==> src/design/mrfd_pkg.sv <==
// ---------------------------------------------------------------------------
// mrfd_pkg: shared types and constants for the meter reply frame decoder
// Frame byte positions, identifier constant, result status codes and the
// decimal weights of the four reading bytes.
// ---------------------------------------------------------------------------
`default_nettype none

package mrfd_pkg;

   localparam int unsigned ENERGY_W = 28;
   localparam int unsigned COUNT_W  = 5;

   localparam logic [7:0] ID_BYTE = 8'h33;

   localparam logic [COUNT_W-1:0] IDLE_COUNT  = 5'd19;
   localparam logic [COUNT_W-1:0] CHECK_INDEX = 5'd18;
   localparam logic [COUNT_W-1:0] ID_FIRST    = 5'd10;
   localparam logic [COUNT_W-1:0] ID_SECOND   = 5'd11;
   localparam logic [COUNT_W-1:0] DATA_FIRST  = 5'd14;
   localparam logic [COUNT_W-1:0] DATA_LAST   = 5'd17;

   localparam logic [ENERGY_W-1:0] ENERGY_MAX = 28'd166666665;

   typedef enum logic [1:0] {
      STATUS_OK       = 2'd0,
      STATUS_ID_FAIL  = 2'd1,
      STATUS_SUM_FAIL = 2'd2
   } status_type;

   typedef logic [1:0] data_pos_type;

   // weight of the high nibble of each reading byte, lowest byte first
   function automatic logic [ENERGY_W-1:0] high_weight(input data_pos_type pos);
      logic [ENERGY_W-1:0] w;
      case (pos)
         2'd0: w = 28'd10;
         2'd1: w = 28'd1000;
         2'd2: w = 28'd100000;
         2'd3: w = 28'd10000000;
         default: w = 28'd0;
      endcase
      return w;
   endfunction

   // weight of the low nibble, one tenth of the high one
   function automatic logic [ENERGY_W-1:0] low_weight(input data_pos_type pos);
      logic [ENERGY_W-1:0] w;
      case (pos)
         2'd0: w = 28'd1;
         2'd1: w = 28'd100;
         2'd2: w = 28'd10000;
         2'd3: w = 28'd1000000;
         default: w = 28'd0;
      endcase
      return w;
   endfunction

endpackage

`default_nettype wire

==> src/design/mrfd_byte_decode.sv <==
// ---------------------------------------------------------------------------
// mrfd_byte_decode: weighted value of one reading byte
// Removes the 0x33 offset and weights both nibbles as decimal digits at the
// byte's place in the reading. Nibbles above nine keep their weight.
// ---------------------------------------------------------------------------
`default_nettype none

module mrfd_byte_decode
   import mrfd_pkg::*;
(
   input  wire logic [7:0]          raw_byte,
   input  wire data_pos_type        pos,
   output logic [ENERGY_W-1:0]      value
);

   logic [7:0] plain;
   logic [ENERGY_W-1:0] hi_term;
   logic [ENERGY_W-1:0] lo_term;

   always_comb begin
      plain   = raw_byte - ID_BYTE;
      hi_term = ENERGY_W'(plain[7:4]) * high_weight(pos);
      lo_term = ENERGY_W'(plain[3:0]) * low_weight(pos);
      value   = hi_term + lo_term;
   end

endmodule

`default_nettype wire

==> src/design/meter_reply_frame_decoder.sv <==
// result path: a request is registered at acceptance and its result, if any,
//   is loaded into the result register, which drives rsp_tvalid; a checksum
//   byte waits in the input register until the result register is free
// throughput: one byte per cycle unless stalled; byte state updates once per byte,
//   and the decimal reading is built up one data byte at a time as bytes arrive
// reset: synchronous, active high; clears the pipeline, byte count goes idle,
//   the held reading goes to zero
// ---------------------------------------------------------------------------
// meter_reply_frame_decoder: energy meter reply frame decoder
// Sums frame bytes, checks identifier and checksum, and gives the decoded
// reading (or the last good one) at each checksum byte.
// ---------------------------------------------------------------------------
`default_nettype none

module meter_reply_frame_decoder
   import mrfd_pkg::*;
(
   input  wire logic        clock,
   input  wire logic        reset,
   input  wire logic        req_tvalid,
   output logic             req_tready,
   input  wire logic [7:0]  req_tdata,   // [7:0] rx_byte
   input  wire logic [0:0]  req_tuser,   // [0] frame_start
   output logic             rsp_tvalid,
   input  wire logic        rsp_tready,
   output logic [31:0]      rsp_tdata    // [1:0] status, [29:2] energy, [31:30] zero
);

   // input register
   logic       stg_vld_ff;
   logic [7:0] stg_byte_ff;
   logic       stg_start_ff;

   // frame state
   logic [COUNT_W-1:0]  count_ff, count_in;
   logic [7:0]          sum_ff, sum_in;
   logic                id_ok_ff, id_ok_in;
   logic [ENERGY_W-1:0] acc_ff, acc_in;
   logic [ENERGY_W-1:0] held_ff, held_in;

   // result register
   logic                out_vld_ff, out_vld_in;
   status_type          out_status_ff, out_status_in;
   logic [ENERGY_W-1:0] out_energy_ff, out_energy_in;

   logic                req_accept;
   logic                out_free;
   logic                advance;
   logic                active;
   logic                is_check;
   logic [COUNT_W-1:0]  cur_idx;
   logic [7:0]          sum_base;
   logic                id_base;
   logic [ENERGY_W-1:0] acc_base;
   data_pos_type        data_off;
   logic [ENERGY_W-1:0] byte_value;

   assign out_free   = !out_vld_ff || rsp_tready;
   assign cur_idx    = stg_start_ff ? '0 : count_ff;
   assign active     = stg_start_ff || (count_ff < IDLE_COUNT);
   assign is_check   = active && (cur_idx == CHECK_INDEX);
   // an item that yields a result waits for a free result register
   assign advance    = stg_vld_ff && (!is_check || out_free);
   assign req_tready = !stg_vld_ff || advance;
   assign req_accept = req_tvalid && req_tready;

   assign data_off = data_pos_type'(cur_idx - DATA_FIRST);

   mrfd_byte_decode u_decode (
      .raw_byte (stg_byte_ff),
      .pos      (data_off),
      .value    (byte_value)
   );

   always_comb begin
      sum_base = stg_start_ff ? '0 : sum_ff;
      id_base  = stg_start_ff ? 1'b1 : id_ok_ff;
      acc_base = stg_start_ff ? '0 : acc_ff;

      count_in      = count_ff;
      sum_in        = sum_ff;
      id_ok_in      = id_ok_ff;
      acc_in        = acc_ff;
      held_in       = held_ff;
      out_vld_in    = out_vld_ff && !rsp_tready;
      out_status_in = out_status_ff;
      out_energy_in = out_energy_ff;

      if (advance && active) begin
         if (is_check) begin
            count_in   = IDLE_COUNT;
            out_vld_in = 1'b1;
            if (!id_ok_ff) begin
               out_status_in = STATUS_ID_FAIL;
               out_energy_in = held_ff;
            end else if (sum_ff != stg_byte_ff) begin
               out_status_in = STATUS_SUM_FAIL;
               out_energy_in = held_ff;
            end else begin
               out_status_in = STATUS_OK;
               out_energy_in = acc_ff;
               held_in       = acc_ff;
            end
         end else begin
            count_in = cur_idx + 1'b1;
            sum_in   = sum_base + stg_byte_ff;
            id_ok_in = id_base;
            if ((cur_idx == ID_FIRST || cur_idx == ID_SECOND) && stg_byte_ff != ID_BYTE) begin
               id_ok_in = 1'b0;
            end
            acc_in = acc_base;
            if (cur_idx >= DATA_FIRST && cur_idx <= DATA_LAST) begin
               acc_in = acc_base + byte_value;
            end
         end
      end
   end

   always_ff @(posedge clock) begin
      if (reset) begin
         stg_vld_ff <= 1'b0;
         count_ff   <= IDLE_COUNT;
         sum_ff     <= '0;
         id_ok_ff   <= 1'b1;
         acc_ff     <= '0;
         held_ff    <= '0;
         out_vld_ff <= 1'b0;
      end else begin
         if (req_accept) begin
            stg_vld_ff <= 1'b1;
         end else if (advance) begin
            stg_vld_ff <= 1'b0;
         end
         count_ff   <= count_in;
         sum_ff     <= sum_in;
         id_ok_ff   <= id_ok_in;
         acc_ff     <= acc_in;
         held_ff    <= held_in;
         out_vld_ff <= out_vld_in;
      end
   end

   always_ff @(posedge clock) begin
      if (req_accept) begin
         stg_byte_ff  <= req_tdata;
         stg_start_ff <= req_tuser[0];
      end
      out_status_ff <= out_status_in;
      out_energy_ff <= out_energy_in;
   end

   assign rsp_tvalid = out_vld_ff;
   assign rsp_tdata  = {2'b00, out_energy_ff, out_status_ff};

endmodule

`default_nettype wire

==> config.mk <==
export PLATFORM = sky130hd
export DESIGN_NAME = meter_reply_frame_decoder
export DESIGN_NICKNAME = d
export VERILOG_FILES = /design/src/design/mrfd_pkg.sv /design/src/design/mrfd_byte_decode.sv /design/src/design/meter_reply_frame_decoder.sv
export SDC_FILE = /design/constraint.sdc
export NUM_CORES = 1
export LEC_CHECK = 0
export BUFFER_PORTS_ARGS = -buffer_cell sky130_fd_sc_hd__buf_2
export CAP_MARGIN = 20
export CORE_MARGIN = 2
export CORE_UTILIZATION = 50
export CTS_BUF_LIST = sky130_fd_sc_hd__clkbuf_8
export CTS_CLUSTER_SIZE = 25
export DETAILED_ROUTE_END_ITERATION = 12
export PLACE_DENSITY = 0.68
export SETUP_SLACK_MARGIN = 0.15
export SYNTH_ARGS = -nofsm -noshare
export SYNTH_HDL_FRONTEND = slang
export SYNTH_SLANG_ARGS = --single-unit
export TNS_END_PERCENT = 10
==> constraint.sdc <==
create_clock -name clock -period 18.2 [get_ports clock]
set_clock_uncertainty 0.2 [all_clocks]
set_input_delay 0.91 -clock clock [delete_from_list [all_inputs] [get_ports clock]]
set_output_delay 0.91 -clock clock [all_outputs]
set_load 0.01 [all_outputs]
==> impl_metrics.csv, run 1 <==
group,metric,value,unit
outcome,status,"finished clean",
setup_path,startpoint_type,"flip-flop",
synthesis,synth-main-ff-cell,"dfxtp_1",
routing,firstDrtPassIters,5,
clock_tree,clkLatencyLatePin,0.38,ns
global_route,track_usage,0.232,
die,dieArea,0.0208,mm²
global_route,grt_pass1_wl,37200,µm
timing,hold_viol_final,0,
synthesis,synthDistinctLibCells,76,
placement,port_buffers,44,
clock_tree,clk_pin_slew,0.10,ns
global_route,globalRouteOverflowTotal,0,
timing,fin_crit_sh,0.387,
placement,dp.cells,1349,
setup_path,rr_endpoint,"acc_ff[24]",
placement,dp_hpwl,18400,µm
setup_path,worst_ep_required_time,18.28,ns
power_and_ir_drop,vdd_drop_max,0.0712,mV
clock_tree,clockBufferDepth,2,
global_route,first_global_vias,7312,
power_and_ir_drop,seqPwrFrac,0.253,
clock_tree,tritoncts,"built",
final_layout,final_util,0.539,
clock_tree,cts_setup_buffers,0,
routing,via_per_inst,5.39,
setup_path,reg2reg_depth,21,
worst_hold_path,hp-class,"reg2reg",
timing,finalMaxSlewViolations,0,
die,die_w,144,µm
synthesis,syn-cell-area,0.00985,mm²
setup_path,crit_path_end_kind,"flip-flop",
timing,timing.final.crit_period,7.04,ns
power_and_ir_drop,comb_power_share,0.615,
setup_path,crit_path_max_fanout,40,
synthesis,synth_cells,1071,
final_layout,drive_gt1_frac,0.106,
synthesis,ys_seq_area_frac,0.265,
power_and_ir_drop,p_sw,494,µW
global_route,grt_max_degree,69,
timing,max-slew-margin-rel,0.309,
clock_tree,hold_buffers,0,
setup_path,cp-endpoint,"acc_ff[24]",
final_layout,diodes,0,
setup_path,setup.worst_path.start,"stg_start_ff",
die,initial_utilization,0.508,
power_and_ir_drop,swShare,0.470,
synthesis,synth_area_leaders,"fa_1 (17%), dfxtp_1 (15%), ha_1 (13%), edfxtp_1 (12%), inv_1 (6.6%)",
setup_path,arrival,7.12,ns
clock_tree,cts_root_buf,"clkbuf_8",
timing,setup-violations-final,0,
final_layout,nFillCells,1852,
synthesis,syn-mean-instance-area,9.19,µm²
timing,fmax,0.142,GHz
power_and_ir_drop,p_int,558,µW
final_layout,layout_commonest_cell,"inv_1",
clock_tree,htreeDepth,3,
synthesis,async_flop_share,0,
clock_tree,post_cts_resized,0,
power_and_ir_drop,powerDensity,101,mW/mm²
timing,rsz0062_at_grt,"no",
setup_path,r2r_slack,11.16,ns
synthesis,synth_edf_count,39,
routing,vias,7364,
routing,drtIter0Drc,488,
synthesis,synth-warning-count,0,
timing,hold_slack,0.258,ns
clock_tree,cts_sinks,111,
power_and_ir_drop,pwr-share-clk,0.131,
final_layout,synthToLayoutAreaGrowth,6.23,%
run,cap_violations,0,
routing,post-route-drc-count,0,
routing,wirelength,22900,µm
power_and_ir_drop,p_leak,0.00487,µW
placement,place_congestion,0.931,
timing,worst_slew_pin_slew,1.03,ns
die,core,0.0194,mm²
final_layout,final_cell_mix,"inv_1 (172), nand2_1 (110), ha_1 (103)",
routing,wire_per_inst,16.8,µm
synthesis,synth_top_area_frac,0.173,
final_layout,layoutNonFillerInstCount,1365,
die,fp.dieH,144,µm
synthesis,synth_top_area_cell,"fa_1",
timing,tns,0,ns
die,rows,51,
die,top_level_ports,47,
synthesis,synth-seq-cells,111,
clock_tree,cts_buffers,9,
setup_path,crit_type,"reg2reg",
setup_path,r2r_start,"stg_start_ff",
global_route,antenna_found_initial,0,
routing,antenna_left,0,
final_layout,fin_nets,1297,
==> how the worst min path moves through the flow <==
| stage | start | to | slack, ns | cells after the start |
|---|---|---|---|---|
| 2_1_floorplan | held_ff[0] | held_ff[0] | 0.23 | 2 |
| 3_3_place_gp | held_ff[18] | held_ff[18] | 0.24 | 2 |
| 3_5_place_dp | held_ff[26] | held_ff[26] | 0.24 | 2 |
| 4_1_cts | held_ff[26] | held_ff[26] | 0.26 | 2 |
| 5_1_grt | held_ff[25] | held_ff[25] | 0.27 | 2 |
| 6_report | held_ff[14] | held_ff[14] | 0.26 | 2 |
==> logic make-up (layout without fill, tap and decap cells) <==
group	Yosys count	after routing	share of synthesized area
xor gates and xnor gates	40	40	0.0356
muxes	31	31	0.0352
and+or+nand+nor	312	312	0.158
other	1	2	0.000381
DFF	111	111	0.265
adders and majority gates	188	188	0.304
AOI/OAI and AO/OA	178	178	0.118
buffers and inverters	210	238	0.0845
==> cell usage after synthesis (5+ instances only) <==
cell,n
inv_1,172
nand2_1,110
ha_1,103
fa_1,85
a21oi_1,77
dfxtp_1,72
nor2_1,65
nor2b_1,50
edfxtp_1,39
mux2_2,28
xnor2_1,25
clkbuf_1,20
o21ai_0,19
a22oi_1,17
and2_1,16
xor2_1,15
nand3_1,13
a21o_1,11
buf_2,11
a211oi_1,7
nor3_1,7
and3_1,6
nand2b_1,6
nand4_1,6
or2_2,6
o21bai_1,5
==> worst max-delay path: stages, from the launching register on <==
cell       delay (ns)
edfxtp_1         0.33
buf_4            0.38
inv_1            0.35
nand2_1          0.37
ha_1             0.37
nor2b_1          0.57
inv_1            0.14
fa_1             0.56
inv_1            0.05
fa_1             0.50
fa_1             0.57
inv_1            0.07
fa_1             0.53
inv_1            0.04
ha_1             0.35
a21oi_1          0.28
o21ai_0          0.14
a31oi_1          0.24
a21oi_1          0.16
o2111ai_1        0.41
and4b_1          0.28
nor3_2           0.05
==> power groups by stage <==
| stage | Combinational, µW | Sequential, µW | Clock (µW) |
|---|---|---|---|
| floorplan | 493 | 269 | 0 |
| global placement | 637 | 272 | 0 |
| detailed placement | 645 | 272 | 0 |
| CTS | 649 | 266 | 143 |
| global route | 742 | 267 | 150 |
| finish | 647 | 266 | 138 |
==> flip-flops by register name, summed over array words and instances, names as in the netlist, 2 cells and up <==
register,count
acc_ff,28
count_ff,5
held_ff,28
out_energy_ff,28
out_status_ff,2
stg_byte_ff,8
sum_ff,8
==> cell type report <==
type / instances / area, µm² / area share
clock buffer: 9 / 124 / 0.0118
clock inverter: 6 / 53.8 / 0.00514
inverter: 173 / 649 / 0.0621
multi-input combinational: 751 / 6400 / 0.612
sequential: 111 / 2610 / 0.250
tap: 265 / 332 / 0.0317
timing repair buffer: 50 / 283 / 0.0270
==> layer usage <==
layer | up-vias | GRT usage | share of wire
met4 | 0 | 0.0603 | 0.020
met2 | 174 | 0.415 | 0.50
met5 | - | 0 | 0
met1 | 3586 | 0.296 | 0.43
li1 | 3570 | - | -
met3 | 34 | 0.0298 | 0.044
==> through the flow <==
stage	setup slack (ns)	total power [µW]	area [µm²]
floorplan	12.43	762	9850
global placement	11.38	909	10300
detailed placement	11.29	916	10300
CTS	11.24	1060	10400
global route	10.75	1160	10500
finish	11.16	1050	10500
Power figures use the tool's default switching activity.
==> run 2: changes to the inputs <==
Clock period 18.2 ns to 7.23 ns, I/O delays scaled along.
==> impl_metrics.csv, run 2 (synthesized netlist as in run 1, its figures left out) <==
group,metric,value,unit
placement,dp_hpwl,19000,µm
placement,place_congestion,0.945,
timing,hold_viol_final,0,
outcome,status,"finished clean",
timing,max-slew-margin-rel,0.280,
die,rows,51,
routing,firstDrtPassIters,5,
clock_tree,clockBufferDepth,2,
routing,post-route-drc-count,0,
clock_tree,clk_pin_slew,0.10,ns
power_and_ir_drop,vdd_drop_max,0.187,mV
final_layout,drive_gt1_frac,0.106,
placement,port_buffers,44,
setup_path,r2r_start,"stg_byte_ff[0]",
clock_tree,post_cts_resized,0,
clock_tree,clkLatencyLatePin,0.38,ns
setup_path,arrival,6.81,ns
routing,drtIter0Drc,517,
clock_tree,cts_sinks,111,
global_route,grt_pass1_wl,37900,µm
routing,wirelength,23500,µm
routing,antenna_left,0,
die,core,0.0194,mm²
setup_path,rr_endpoint,"acc_ff[22]",
die,initial_utilization,0.508,
final_layout,final_cell_mix,"inv_1 (175), nand2_1 (110), ha_1 (103)",
final_layout,diodes,0,
die,top_level_ports,47,
die,dieArea,0.0208,mm²
final_layout,layout_commonest_cell,"inv_1",
setup_path,crit_path_top_delay_cell,"edfxtp_1",
timing,timing.final.crit_period,6.72,ns
setup_path,worst_ep_required_time,7.32,ns
clock_tree,htreeDepth,3,
routing,wire_per_inst,17.0,µm
timing,tns,0,ns
timing,setup-violations-final,0,
routing,via_per_inst,5.40,
power_and_ir_drop,power.total,2670,µW
clock_tree,tritoncts,"built",
die,die_w,144,µm
setup_path,path_cells,"ha_1 -> nor3_1 -> nand3b_1 -> xor2_1 -> nand2b_1 -> fa_1 -> inv_1 -> fa_1 -> fa_1 -> inv_1 -> fa_1 -> inv_1 -> ha_1 -> and3_2 -> nor3b_2 -> nor3b_1 -> o21a_1 -> o21bai_1 -> xnor2_1 -> a211oi_1",
routing,vias,7436,
power_and_ir_drop,p_leak,0.00495,µW
timing,worst_slew_pin_slew,1.08,ns
global_route,track_usage,0.236,
final_layout,largestRegisters,"acc_ff x28, held_ff x28, out_energy_ff x28",
setup_path,startpoint_type,"flip-flop",
power_and_ir_drop,powerDensity,252,mW/mm²
global_route,first_global_vias,7568,
run,cap_violations,0,
setup_path,crit_path_end_kind,"flip-flop",
global_route,antenna_found_initial,0,
timing,fin_crit_sh,0.929,
setup_path,crit_buf_inv,3,
setup_path,path_depth,20,
setup_path,crit_path_frequent_cell,"fa_1",
die,fp.dieH,144,µm
timing,fmax,0.149,GHz
timing,finalMaxSlewViolations,0,
final_layout,synthToLayoutAreaGrowth,7.54,%
worst_hold_path,hp-class,"in2reg",
setup_path,cp_top_family,"adder cells",
clock_tree,cts_setup_buffers,0,
setup_path,crit_path_max_fanout,10,
setup_path,r2r_slack,0.51,ns
setup_path,cp-endpoint,"acc_ff[22]",
setup_path,critPathMaxStageDelay,0.63,ns
final_layout,fin_nets,1309,
clock_tree,cts_root_buf,"clkbuf_8",
global_route,grt_max_degree,69,
setup_path,reg2reg_depth,20,
setup_path,setup.worst_path.start,"stg_byte_ff[0]",
timing,rsz0062_at_grt,"no",
clock_tree,cts_buffers,9,
global_route,globalRouteOverflowTotal,0,
setup_path,crit_type,"reg2reg",
run 2: changes by cell type in the layout (fill, tap and decap cells not counted):
cell	delta
buf_4	+3
dlygate4sd3_1	+9
clkinv_4	+1
inv_8	-2
inv_1	+3
clkbuf_16	-1
buf_16	+1
clkinvlp_4	-3
inv_6	+1
bufinv_16	+1
run 2: final cells by class:
class / count / area (µm²)
Clock inverter: 7 / 67.6
Multi-Input combinational cell: 751 / 6400
Timing Repair Buffer: 62 / 398
Sequential cell: 111 / 2610
Tap cell: 265 / 332
Clock buffer: 9 / 124
Inverter: 173 / 649
Fill cell: 1839 / 8810
run 2: what timing repair did:
item                                    in CTS  in global routing
endpoints found under the setup margin       0                  0
endpoints found under the hold margin        9                  0
hold buffers                                 9                  0
run 2: worst min-delay path: cells and delay by family:
family,cells,cell delay [ns]
buffers and inverters,2,0.15
AOI/OAI and AO/OA,1,0.05
run 2: routing by layer:
layer | wire length (µm) | GRT usage | part of all wire | up-vias
met5 | 0 | 0 | 0 | -
met4 | 455 | 0.0562 | 0.019 | 0
met3 | 905 | 0.0318 | 0.039 | 33
met2 | 12200 | 0.433 | 0.52 | 169
met1 | 9920 | 0.293 | 0.42 | 3629
li1 | - | - | - | 3605
run 2: report_power, final:
group | total [µW] | internal (µW) | switching (µW) | leakage (µW)
Sequential | 670 | 653 | 16.2 | 0.000947
Combinational | 1630 | 625 | 1000 | 0.00389
Clock | 371 | 159 | 212 | 0.000108
Total | 2670 | 1440 | 1230 | 0.00495
run 2: worst min-delay path by stage:
stage                start  cells past startpoint  slack [ns]           to
3_3_place_gp   held_ff[11]                      2        0.24  held_ff[11]
3_5_place_dp   held_ff[20]                      2        0.25  held_ff[20]
2_1_floorplan   held_ff[0]                      2        0.23   held_ff[0]
4_1_cts         req_tvalid                      3        0.02   stg_vld_ff
6_report        req_tvalid                      3        0.03   stg_vld_ff
5_1_grt         req_tvalid                      3        0.04   stg_vld_ff
run 2: per-stage QoR:
stage,hold slack (ns),setup slack (ns),instances,area [µm²],util
after global placement,0.238,0.682,1352,10300,0.530
after CTS,0.0162,0.574,1377,10600,0.544
after floorplan,0.233,1.46,1072,9850,-
after global routing,0.0419,0.165,1378,10600,0.546
after detailed placement,0.245,0.609,1352,10300,0.530
final,0.0343,0.511,1378,10600,0.546
==> run 3: changes to the inputs <==
Settings changed: ABC_AREA from default to 1, CORE_ASPECT_RATIO from default to 0.5.
==> impl_metrics.csv, run 3 <==
group,metric,value,unit
synthesis,synth-warning-count,0,
timing,worst_slew_pin_slew,0.971,ns
setup_path,crit_buf_inv,7,
final_layout,final_cell_mix,"inv_1 (386), nand2_1 (289), nor2_1 (112)",
clock_tree,cts_sinks,111,
global_route,grt_max_degree,58,
global_route,grt_pass1_wl,45100,µm
synthesis,post-synth-top-count-cell,"inv_1",
final_layout,seq_area,0.00261,mm²
setup_path,crit_path_top_delay_cell,"edfxtp_1",
placement,port_buffers,44,
die,top_level_ports,47,
synthesis,synth_top_area_cell,"fa_1",
timing,setup-violations-final,0,
routing,firstDrtPassIters,7,
timing,fin_crit_sh,0.849,
routing,wire_per_inst,16.1,µm
final_layout,synthToLayoutAreaGrowth,6.99,%
global_route,track_usage,0.261,
synthesis,syn-cell-area,0.0106,mm²
die,die_w,210,µm
placement,dp_hpwl,22400,µm
setup_path,cp_top_family,"adder cells",
timing,fmax,0.163,GHz
synthesis,syn-mean-instance-area,7.33,µm²
worst_hold_path,hp-class,"in2reg",
synthesis,synthDistinctLibCells,37,
setup_path,crit_type,"reg2reg",
clock_tree,hold_buffers,9,
synthesis,synth_commonest_cells,"inv_1 (386), nand2_1 (289), nor2_1 (112)",
synthesis,ys_seq_area_frac,0.246,
timing,hold_viol_final,0,
setup_path,arrival,6.21,ns
setup_path,worst_ep_required_time,7.31,ns
setup_path,critPathMaxStageDelay,0.62,ns
final_layout,nFillCells,1980,
setup_path,crit_path_max_fanout,9,
clock_tree,tritoncts,"built",
timing,rsz0062_at_grt,"no",
die,fp.dieH,107,µm
final_layout,final_util,0.549,
final_layout,multi_input_area,0.00628,mm²
synthesis,synth_edf_count,39,
clock_tree,clk_pin_slew,0.13,ns
die,core,0.0206,mm²
power_and_ir_drop,p_leak,0.00609,µW
final_layout,drive_gt1_frac,0.0607,
synthesis,synth-main-ff-cell,"dfxtp_1",
timing,timing.final.crit_period,6.14,ns
routing,via_per_inst,5.17,
clock_tree,cts_root_buf,"clkbuf_8",
synthesis,synth_cells,1446,
final_layout,layout_commonest_cell,"inv_1",
synthesis,synth_top_area_frac,0.161,
timing,max-slew-margin-rel,0.352,
run,cap_violations,0,
routing,drtIter0Drc,683,
clock_tree,htreeDepth,3,
global_route,first_global_vias,8640,
final_layout,fin_nets,1678,
global_route,antenna_found_initial,1,
clock_tree,cts_setup_buffers,0,
final_layout,largestRegisters,"acc_ff x28, held_ff x28, out_energy_ff x28",
synthesis,synth-seq-cells,111,
die,initial_utilization,0.513,
clock_tree,clkLatencyLatePin,0.42,ns
clock_tree,cts_buffers,9,
die,rows,37,
synthesis,async_flop_share,0,
clock_tree,clockBufferDepth,2,
clock_tree,post_cts_resized,0,
timing,finalMaxSlewViolations,0,
routing,wirelength,28200,µm
timing,hold_slack,0.0509,ns
placement,place_congestion,0.964,
routing,antenna_left,0,
die,dieArea,0.0225,mm²
routing,vias,9078,
setup_path,startpoint_type,"flip-flop",
setup_path,crit_path_end_kind,"flip-flop",
routing,post-route-drc-count,0,
final_layout,diodes,0,
timing,tns,0,ns
power_and_ir_drop,vdd_drop_max,0.161,mV
global_route,globalRouteOverflowTotal,0,
outcome,status,"finished clean",
power_and_ir_drop,powerDensity,277,mW/mm²
synthesis,synth_area_leaders,"fa_1 (16%), inv_1 (14%), dfxtp_1 (14%), ha_1 (12%), edfxtp_1 (11%)",
[run 3: power breakdown]
part	switching (µW)	internal [µW]
sequential	27.4	665
combinational	1320	686
clock	263	176
[run 3: per-layer routing]
| metal | track usage | vias up | wire length [µm] |
|---|---|---|---|
| met3 | 0.0811 | 40 | 2870 |
| li1 | - | 4445 | - |
| met2 | 0.397 | 360 | 11800 |
| met1 | 0.364 | 4233 | 13000 |
| met5 | 0 | - | 0 |
| met4 | 0.0608 | 0 | 507 |
[run 3: worst reg2reg max path, delay by kind of cell (launching register included)]
family / cells / cell delay [ns]
xor+xnor: 1 / 0.57
fa+ha+maj: 5 / 2.30
compound gates: 3 / 0.71
simple gates: 9 / 1.00
flops: 1 / 0.62
buf+inv: 7 / 0.61
[run 3: layout make-up]
| type | count | share of cell area |
|---|---|---|
| multi-input cells | 902 | 0.554 |
| clock buffers | 9 | 0.0109 |
| flip-flops and latches | 111 | 0.230 |
| clock inverters | 7 | 0.00993 |
| repair buffers | 58 | 0.0342 |
| well taps | 273 | 0.0301 |
| inverters | 395 | 0.131 |
[run 3: path summary, 6_finish.rpt]
kind	start	endpoint	slack (ns)	cells past startpoint
max	stg_byte_ff[0]	acc_ff[19]	1.09	25
min	req_tvalid	stg_vld_ff	0.05	3
max reg2reg	stg_byte_ff[0]	acc_ff[19]	1.09	25
min reg2reg	sum_ff[3]	sum_ff[3]	0.30	2
[run 3: cells by family after synthesis]
family | after synthesis | synth area share
adders and majority gates | 188 | 0.282
DFF | 111 | 0.246
buffers and inverters | 434 | 0.162
other | 1 | 0.000354
AOI/OAI and AO/OA | 194 | 0.0962
xor gates and xnor gates | 27 | 0.0223
and+or+nand+nor | 491 | 0.191
[run 3: metrics by stage]
step	cells	worst slack [ns]	area (µm²)	power (µW)
after floorplan	1447	1.99	10600	2160
after global placement	1728	1.16	11000	2640
after detailed placement	1729	1.13	11000	2660
after CTS	1754	1.11	11300	3120
after global routing	1755	0.658	11300	3440
final	1755	1.09	11300	3140
